File: config.mk
export PLATFORM = sky130hd
export DESIGN_NAME = wildcard_byte_pattern_matcher
export DESIGN_NICKNAME = d
export VERILOG_FILES = /design/src/sv/wbpm_pkg.sv /design/src/sv/wbpm_cfg_regs.sv /design/src/sv/wbpm_match_core.sv /design/src/sv/wildcard_byte_pattern_matcher.sv
export SDC_FILE = /design/constraint.sdc
export NUM_CORES = 1
export LEC_CHECK = 0
export BUFFER_PORTS_ARGS = -buffer_cell sky130_fd_sc_hd__buf_4
export CORE_MARGIN = 10
export CORE_UTILIZATION = 40
export CTS_BUF_LIST = sky130_fd_sc_hd__clkbuf_4 sky130_fd_sc_hd__clkbuf_8
export DETAILED_ROUTE_END_ITERATION = 10
export REMOVE_ABC_BUFFERS = 1
export SYNTH_ARGS = -nofsm -noshare
export SYNTH_HDL_FRONTEND = slang
export SYNTH_SLANG_ARGS = --single-unit
File: constraint.sdc
create_clock -name clk -period 8.25 [get_ports clk]
set_input_delay 0.4125 -clock clk [delete_from_list [all_inputs] [get_ports clk]]
set_output_delay 0.4125 -clock clk [all_outputs]
set_load 0.01 [all_outputs]
File: src/sv/wbpm_pkg.sv
// Shared types and constants for the wildcard byte pattern matcher.
// Used by the config register block, the match core and the top level.
package wbpm_pkg;

  localparam int ADDR_W     = 48;
  localparam int BYTE_W     = 8;
  localparam int PB_MAX     = 8;   // widest pattern the derived config can hold
  localparam int LEN_W      = 4;
  localparam int CNT_W      = 6;
  localparam int NUM_W      = 5;
  localparam int DEV_W      = 16;
  localparam int MASK_W     = 8;
  localparam int CFG_DATA_W = 64;
  localparam int CFG_IDX_W  = 3;

  // Configuration register indexes
  typedef enum logic [CFG_IDX_W-1:0] {
    REG_PATTERN     = 3'd0,
    REG_WILDCARD    = 3'd1,
    REG_LENGTH      = 3'd2,
    REG_DEVIATION   = 3'd3,
    REG_MAX_MATCHES = 3'd4,
    REG_MODULE_BASE = 3'd5,
    REG_RELATIVE    = 3'd6
  } cfg_reg_t;

  typedef struct packed {
    logic [BYTE_W-1:0] data_byte;
    logic [ADDR_W-1:0] byte_address;
    logic              region_start;
    logic              scan_start;
  } in_item_t;

  typedef struct packed {
    logic [ADDR_W-1:0] match_address;
    logic [NUM_W-1:0]  match_number;
    logic              limit_reached;
  } out_item_t;

  // Pattern settings pre-aligned to window positions (position 0 = oldest byte)
  typedef struct packed {
    logic [PB_MAX-1:0][BYTE_W-1:0] want;
    logic [PB_MAX-1:0]             care;
    logic [LEN_W-1:0]              len;
    logic [CNT_W-1:0]              limit;
    logic [ADDR_W-1:0]             offset;
  } match_cfg_t;

endpackage

File: src/sv/wbpm_cfg_regs.sv
// Configuration registers of the pattern matcher and the derived match settings.
// Depends on wbpm_pkg.
module wbpm_cfg_regs #(
  parameter int PATTERN_BYTES   = 8,
  parameter int MAX_MATCH_COUNT = 32
) (
  input  logic                                clk,
  input  logic                                rst_n,
  input  logic                                cfg_we,
  input  logic [wbpm_pkg::CFG_IDX_W-1:0]      cfg_index,
  input  logic [wbpm_pkg::CFG_DATA_W-1:0]     cfg_wdata,
  output wbpm_pkg::match_cfg_t                mcfg
);
  import wbpm_pkg::*;

  localparam logic [LEN_W-1:0] PB_LEN  = LEN_W'(PATTERN_BYTES);
  localparam logic [CNT_W-1:0] MAX_CNT = CNT_W'(MAX_MATCH_COUNT);

  logic [CFG_DATA_W-1:0] pattern_r, pattern_nxt;
  logic [MASK_W-1:0]     wild_r, wild_nxt;
  logic [LEN_W-1:0]      len_r, len_nxt;
  logic [DEV_W-1:0]      dev_r, dev_nxt;
  logic [CNT_W-1:0]      maxm_r, maxm_nxt;
  logic [ADDR_W-1:0]     base_r, base_nxt;
  logic                  rel_r, rel_nxt;
  match_cfg_t            mcfg_r, mcfg_nxt;

  // Align pattern to the window, clamp length and limit, fold the address terms
  function automatic match_cfg_t derive(
    input logic [CFG_DATA_W-1:0] pat,
    input logic [MASK_W-1:0]     wild,
    input logic [LEN_W-1:0]      len,
    input logic [DEV_W-1:0]      dev,
    input logic [CNT_W-1:0]      maxm,
    input logic [ADDR_W-1:0]     base,
    input logic                  rel
  );
    match_cfg_t       d;
    logic [LEN_W-1:0] l;
    int               k;
    logic [2:0]       kk;
    l = len;
    if (l == '0) l = LEN_W'(1);
    else if (l > PB_LEN) l = PB_LEN;
    d = '0;
    d.len = l;
    for (int j = 0; j < PB_MAX; j++) begin
      k  = j - PATTERN_BYTES + int'(l);
      kk = 3'(k);
      if (j < PATTERN_BYTES && k >= 0) begin
        d.want[j] = pat[kk*BYTE_W +: BYTE_W];
        d.care[j] = ~wild[kk];
      end
    end
    d.limit = maxm;
    if (maxm == '0) d.limit = CNT_W'(1);
    else if (maxm > MAX_CNT) d.limit = MAX_CNT;
    // start = newest address - (len - 1); deviation sign extended
    d.offset = {{(ADDR_W-DEV_W){dev[DEV_W-1]}}, dev} - ADDR_W'(l - LEN_W'(1))
             - (rel ? base : '0);
    return d;
  endfunction

  // Register write decode
  always_comb begin
    pattern_nxt = pattern_r;
    wild_nxt    = wild_r;
    len_nxt     = len_r;
    dev_nxt     = dev_r;
    maxm_nxt    = maxm_r;
    base_nxt    = base_r;
    rel_nxt     = rel_r;
    if (cfg_we) begin
      unique case (cfg_index)
        REG_PATTERN:     pattern_nxt = cfg_wdata;
        REG_WILDCARD:    wild_nxt    = cfg_wdata[MASK_W-1:0];
        REG_LENGTH:      len_nxt     = cfg_wdata[LEN_W-1:0];
        REG_DEVIATION:   dev_nxt     = cfg_wdata[DEV_W-1:0];
        REG_MAX_MATCHES: maxm_nxt    = cfg_wdata[CNT_W-1:0];
        REG_MODULE_BASE: base_nxt    = cfg_wdata[ADDR_W-1:0];
        REG_RELATIVE:    rel_nxt     = cfg_wdata[0];
        default: ;
      endcase
    end
    mcfg_nxt = derive(pattern_nxt, wild_nxt, len_nxt, dev_nxt, maxm_nxt, base_nxt, rel_nxt);
  end

  // Raw and derived settings update on the same edge
  always_ff @(posedge clk) begin
    if (!rst_n) begin
      pattern_r <= '0;
      wild_r    <= '0;
      len_r     <= LEN_W'(8);
      dev_r     <= '0;
      maxm_r    <= CNT_W'(32);
      base_r    <= '0;
      rel_r     <= 1'b0;
      mcfg_r    <= derive('0, '0, LEN_W'(8), '0, CNT_W'(32), '0, 1'b0);
    end else begin
      pattern_r <= pattern_nxt;
      wild_r    <= wild_nxt;
      len_r     <= len_nxt;
      dev_r     <= dev_nxt;
      maxm_r    <= maxm_nxt;
      base_r    <= base_nxt;
      rel_r     <= rel_nxt;
      mcfg_r    <= mcfg_nxt;
    end
  end

  assign mcfg = mcfg_r;

endmodule

File: src/sv/wbpm_match_core.sv
// Byte window, fill and scan state, window compare and match address add.
// Depends on wbpm_pkg; settings come from wbpm_cfg_regs.
module wbpm_match_core #(
  parameter int PATTERN_BYTES = 8,
  parameter int ADDRESS_BITS  = 48
) (
  input  logic                 clk,
  input  logic                 rst_n,
  input  logic                 adv,
  input  wbpm_pkg::in_item_t   item,
  input  wbpm_pkg::match_cfg_t mcfg,
  output logic                 hit,
  output wbpm_pkg::out_item_t  res
);
  import wbpm_pkg::*;

  localparam logic [LEN_W-1:0]  PB_LEN    = LEN_W'(PATTERN_BYTES);
  localparam logic [ADDR_W-1:0] ADDR_MASK = (ADDRESS_BITS >= ADDR_W) ? {ADDR_W{1'b1}} :
                                            ADDR_W'((64'd1 << ADDRESS_BITS) - 64'd1);

  logic [PATTERN_BYTES-1:0][BYTE_W-1:0] window_r, win_base, win_new;
  logic [LEN_W-1:0] fill_r, fill_base, fill_new;
  logic [CNT_W-1:0] count_r, count_eff, count_inc;
  logic             stopped_r, stop_eff;
  logic             eq, limit_hit;

  always_comb begin
    // Scan start clears count and stop; a stopped scan ignores the byte
    count_eff = item.scan_start ? '0 : count_r;
    stop_eff  = item.scan_start ? 1'b0 : stopped_r;
    // Region start empties the window before the byte goes in
    win_base  = item.region_start ? '0 : window_r;
    fill_base = item.region_start ? '0 : fill_r;
    win_new   = win_base;
    for (int j = 0; j < PATTERN_BYTES - 1; j++) begin
      win_new[j] = win_base[j+1];
    end
    win_new[PATTERN_BYTES-1] = item.data_byte;
    fill_new = (fill_base < PB_LEN) ? fill_base + LEN_W'(1) : fill_base;
    // Compare every window position against the aligned pattern
    eq = 1'b1;
    for (int j = 0; j < PATTERN_BYTES; j++) begin
      if (mcfg.care[j] && win_new[j] != mcfg.want[j]) eq = 1'b0;
    end
    hit       = !stop_eff && (fill_new >= mcfg.len) && eq;
    count_inc = count_eff + CNT_W'(1);
    limit_hit = count_inc >= mcfg.limit;
    res.match_address = (item.byte_address + mcfg.offset) & ADDR_MASK;
    res.match_number  = count_eff[NUM_W-1:0];
    res.limit_reached = limit_hit;
  end

  // Window contents; fill gates every read, so no reset
  always_ff @(posedge clk) begin
    if (adv && !stop_eff) window_r <= win_new;
  end

  always_ff @(posedge clk) begin
    if (!rst_n) begin
      fill_r    <= '0;
      count_r   <= '0;
      stopped_r <= 1'b0;
    end else if (adv) begin
      if (!stop_eff) fill_r <= fill_new;
      count_r   <= hit ? count_inc : count_eff;
      stopped_r <= stop_eff || (hit && limit_hit);
    end
  end

`ifndef SYNTH
  a_stop_has_count: assert property (@(posedge clk) disable iff (!rst_n)
    stopped_r |-> count_r != '0)
    else $error("scan stopped with zero match count");
  a_fill_bound: assert property (@(posedge clk) disable iff (!rst_n)
    fill_r <= PB_LEN)
    else $error("window fill beyond window size");
  a_limit_stops: assert property (@(posedge clk) disable iff (!rst_n)
    adv && hit && res.limit_reached |=> stopped_r)
    else $error("limit match did not stop the scan");
`endif

endmodule

File: src/sv/wildcard_byte_pattern_matcher.sv
// Top level of the wildcard byte pattern matcher: input stage, output register.
// Depends on wbpm_pkg, wbpm_cfg_regs and wbpm_match_core.
//
// Usage:
//  in_*  : one memory byte per word with its address and region/scan start flags.
//  out_* : one word per pattern match: start address (+ deviation, - base in
//          relative mode), match index within the scan, limit flag.
//  cfg_* : register writes, taken in the cycle cfg_we is high; write only
//          while no word is in flight.
// Timing: the input register takes the word at the accepting edge and the
//  result register loads when the input stage advances, which a waiting
//  result that out_ready does not take holds back.
// Throughput: one byte per cycle unless a stall holds the input stage, set by
//  the combinational window compare and address add between the two registers.
// Reset: settings return to their defaults, the window empties, match count
//  and stop flag clear; no clearing pass, the block is ready right away.
// Stall: while a result waits on out_ready the result register holds; the input
//  register still takes one more byte, then in_ready drops until the result is taken.
module wildcard_byte_pattern_matcher #(
  parameter int PATTERN_BYTES   = 8,
  parameter int MAX_MATCH_COUNT = 32,
  parameter int ADDRESS_BITS    = 48
) (
  input  logic                            clk,
  input  logic                            rst_n,
  input  logic                            in_valid,
  output logic                            in_ready,
  input  wbpm_pkg::in_item_t              in_item,
  output logic                            out_valid,
  input  logic                            out_ready,
  output wbpm_pkg::out_item_t             out_item,
  input  logic                            cfg_we,
  input  logic [wbpm_pkg::CFG_IDX_W-1:0]  cfg_index,
  input  logic [wbpm_pkg::CFG_DATA_W-1:0] cfg_wdata
);
  import wbpm_pkg::*;

  match_cfg_t mcfg;
  in_item_t   s1_item_r;
  logic       s1_v_r, s1_v_nxt;
  logic       s1_adv, in_acc;
  logic       core_hit;
  out_item_t  core_res, out_item_r;
  logic       out_v_r, out_v_nxt;

  wbpm_cfg_regs #(
    .PATTERN_BYTES  (PATTERN_BYTES),
    .MAX_MATCH_COUNT(MAX_MATCH_COUNT)
  ) u_cfg (
    .clk      (clk),
    .rst_n    (rst_n),
    .cfg_we   (cfg_we),
    .cfg_index(cfg_index),
    .cfg_wdata(cfg_wdata),
    .mcfg     (mcfg)
  );

  wbpm_match_core #(
    .PATTERN_BYTES(PATTERN_BYTES),
    .ADDRESS_BITS (ADDRESS_BITS)
  ) u_core (
    .clk  (clk),
    .rst_n(rst_n),
    .adv  (s1_adv),
    .item (s1_item_r),
    .mcfg (mcfg),
    .hit  (core_hit),
    .res  (core_res)
  );

  // Input stage moves on whenever the result register is free or draining
  assign s1_adv   = s1_v_r && (!out_v_r || out_ready);
  assign in_ready = !s1_v_r || s1_adv;
  assign in_acc   = in_valid && in_ready;

  always_comb begin
    s1_v_nxt = s1_v_r;
    if (in_acc) s1_v_nxt = 1'b1;
    else if (s1_adv) s1_v_nxt = 1'b0;
    out_v_nxt = out_v_r;
    if (s1_adv) out_v_nxt = core_hit;
    else if (out_ready) out_v_nxt = 1'b0;
  end

  always_ff @(posedge clk) begin
    if (!rst_n) begin
      s1_v_r  <= 1'b0;
      out_v_r <= 1'b0;
    end else begin
      s1_v_r  <= s1_v_nxt;
      out_v_r <= out_v_nxt;
    end
  end

  // Payload registers
  always_ff @(posedge clk) begin
    if (in_acc) s1_item_r <= in_item;
    if (s1_adv && core_hit) out_item_r <= core_res;
  end

  assign out_valid = out_v_r;
  assign out_item  = out_item_r;

`ifndef SYNTH
  a_out_from_stage: assert property (@(posedge clk) disable iff (!rst_n)
    $rose(out_v_r) |-> $past(s1_adv))
    else $error("result appeared without an input stage advance");
  a_stage_hold: assert property (@(posedge clk) disable iff (!rst_n)
    s1_v_r && !s1_adv |=> s1_v_r && $stable(s1_item_r))
    else $error("stalled input stage lost or changed its word");
  a_hit_lands: assert property (@(posedge clk) disable iff (!rst_n)
    s1_adv && core_hit |=> out_v_r)
    else $error("match did not reach the result register");
`endif

endmodule
==> results.yml <==
outcome:
  status: "finished, final reports clean"
worst_setup_path:
  worstSetupEndpointType: "flip-flop"
  crit_fanout: 19
  reg2reg_setup_slack_ns: 2.53
  cp-start-kind: "primary input"
  worstReg2RegEnd: "u_cfg.mcfg[40]$_SDFF_PN1_"
  reg2reg_depth: 17
  crit_arrival_ns: 6.43
  r2r_start: "u_cfg.mcfg[57]$_SDFF_PN1_"
  critPathKind: "in2reg"
  cp_data_required_time_ns: 8.82
sta:
  tightest_slew_ns: 1.03
  rsz0062_at_grt: "false"
  max_freq_mhz: 171
  finalHoldViolCount: 0
  setup_tns_ns: 0
  skew_ns: 0.0273
  relSlewSlack: 0.304
  setup_viol: 0
  drv_slew: 0
  min_period_ns: 5.86
  fin_crit_sh: 0.711
cts:
  cts_tree: "done"
  numCtsBuffers: 82
  post_cts.repair.setup_buffers: 0
  insertion_delay_ns: 0.69
  path_clk_slew_ns: 0.05
  cts_max_level: 3
  cts_buffer_depth: 3
  cts.sinks: 456
  root_buffer: "clkbuf_8"
grt:
  overflow: 0
  grt_max_degree: 99
  antenna_found_initial: 2
  grt_first_pass_wirelength_um: 113000
  grt_use_total: 0.191
  grt_pass1_vias: 20432
hold_path:
  hold_depth: 3
  holdCritStartpoint: "cfg_wdata[45]"
  min_to: "u_cfg.base_r[45]$_SDFF_PN0_"
  hold_path.class: "in2reg"
finish:
  layout_common_cells: "nor2_1, dfxtp_1, nand2_1, mux2i_1, buf_4"
  drive_above_1_share: 0.138
  fin_util: 0.479
  final_nets: 3169
  final_common_cell: "nor2_1"
  nFillCells: 5895
  final-instance-count-excl-fill: 3797
  syn_to_final_growth_pct: 18.9
detailed_routing:
  dr.first_iter.drc_count: 1672
  ant_nets: 0
  post_drt_via_cell_ratio: 5.39
  wire_per_inst_um: 19.0
  dr.pass1.iters: 5
  drc: 0
  routed_wirelength_um: 72000
  num_vias: 20484
power:
  ir_drop_mv: 0.120
  power_density_nw_per_um2: 221
  totalPowerFinal_mw: 6.66
  p_leak_nw: 13.1
logic_synthesis:
  ys_seq_area_frac: 0.426
  async_flop_share: 0
  syn_area_um2: 25400
  yosys_warnings: 0
  avgSynthCellArea_um2: 9.62
  synth_edf_count: 168
  ys_types: 88
  ys_ff_latch: 456
  synthCells: 2635
  ys_dominant_reg_cell: "dfxtp_1"
floorplan:
  fp.dieH_um: 272
  initial_core_util: 0.403
  core_area_um2: 63000
  ios: 186
  dieArea_um2: 73900
  die-width_um: 272
  row_count: 92
place:
  gp_congestion: 0.895
  io_buffers: 185
  placedCellCount: 3562
  hpwl_um: 54200
run:
  drv_cap: 0
==> worst max path at each step <==
stage                       from                         end  slack, ns  depth (start not counted)
floorplan           cfg_index[2]  u_cfg.mcfg[122]$_SDFF_PN0_      -4.09                          6
global placement    cfg_index[0]   u_cfg.mcfg[46]$_SDFF_PN1_       1.96                         20
detailed placement  cfg_index[0]   u_cfg.mcfg[40]$_SDFF_PN1_       1.81                         20
CTS                 cfg_index[0]   u_cfg.mcfg[40]$_SDFF_PN1_       2.53                         20
global route        cfg_index[0]   u_cfg.mcfg[40]$_SDFF_PN1_       2.08                         20
finish              cfg_index[0]   u_cfg.mcfg[40]$_SDFF_PN1_       2.39                         20
==> flip-flops by register name (all words and copies together), names as in the netlist, 4 cells and up <==
signal,cells
u_cfg.mcfg,130
u_cfg.pattern_r,64
s1_item_r,58
u_core.window_r,56
out_item,54
u_cfg.base_r,48
u_cfg.dev_r,16
u_cfg.wild_r,8
u_core.count_r,6
u_cfg.maxm_r,5
u_core.fill_r,4
==> metal layers <==
layer  GRT usage  part of all wire  vias to the layer above
met1       0.266              0.47                     9865
met3      0.0440             0.067                      127
met2       0.290              0.43                      634
met4      0.0573             0.025                        0
met5           0                 0                        -
li1            -                 -                     9858
==> cell usage after synthesis (all sizes together) (48+ instances only) <==
| cell type | instances | area (µm²) |
|---|---|---|
| xnor2 | 73 | 639 |
| edfxtp | 168 | 5040 |
| xor2 | 49 | 429 |
| o21ai | 78 | 394 |
| nand2 | 233 | 875 |
| clkbuf | 94 | 354 |
| inv | 153 | 574 |
| nor2b | 67 | 419 |
| dfxtp | 288 | 5770 |
| nor2 | 339 | 1270 |
| a21oi | 108 | 541 |
| a21o | 67 | 503 |
| fa | 48 | 961 |
| mux2i | 223 | 2240 |
| a31oi | 56 | 350 |
| ha | 113 | 1410 |
==> repair_timing <==
item                       4_1_cts  5_1_grt
gates resized for setup          0        0
setup endpoints to repair        0        0
hold buffers                    78        0
hold endpoints to repair        78        0
==> metrics by stage <==
| stage | hold WS (ns) | area (µm²) | worst slack [ns] |
|---|---|---|---|
| floorplan | 0.447 | 24800 | -4.09 |
| global placement | 0.461 | 27500 | 1.96 |
| detailed placement | 0.462 | 27500 | 1.81 |
| CTS | 0.0000785 | 30100 | 2.53 |
| global route | 0.0186 | 30100 | 2.08 |
| finish | 0.0474 | 30100 | 2.39 |
==> area by class of cell <==
type	count	area [µm²]	area share
inverter	154	581	0.0193
clock inverter	35	329	0.0109
tap	846	1060	0.0351
multi-input combinational	1898	13500	0.448
sequential	456	10800	0.359
clock buffer	119	1500	0.0498
antenna	3	7.51	0.000249
timing repair buffer	286	2340	0.0777
==> logic make-up after synthesis <==
group / share of synthesized area
AND/OR/NAND/NOR: 0.159
AO/OA/AOI/OAI: 0.136
flip-flops: 0.426
buffers and inverters: 0.0433
multiplexers: 0.0993
adder cells (fa/ha/maj): 0.0937
XOR/XNOR: 0.0421
==> critical path, stage by stage <==
cell	delay [ns]
buf_4	0.14
nor4bb_2	0.29
buf_4	0.23
mux2i_2	0.50
nand2b_2	0.31
ha_1	0.37
buf_4	0.32
inv_2	0.33
ha_1	0.38
inv_1	0.06
fa_1	0.45
a21o_1	0.21
a221o_1	0.37
a2111oi_2	0.45
o211ai_1	0.31
o21ai_1	0.25
a21oi_1	0.15
a21oi_1	0.44
o21bai_1	0.16
mux2_2	0.28
==> power by group <==
group / switching (mW) / internal (mW)
logic: 1.01 / 0.721
clock network: 0.996 / 1.34
registers: 0.0683 / 2.52
total: 2.08 / 4.58
No activity file was read; power rests on OpenSTA's default activity.
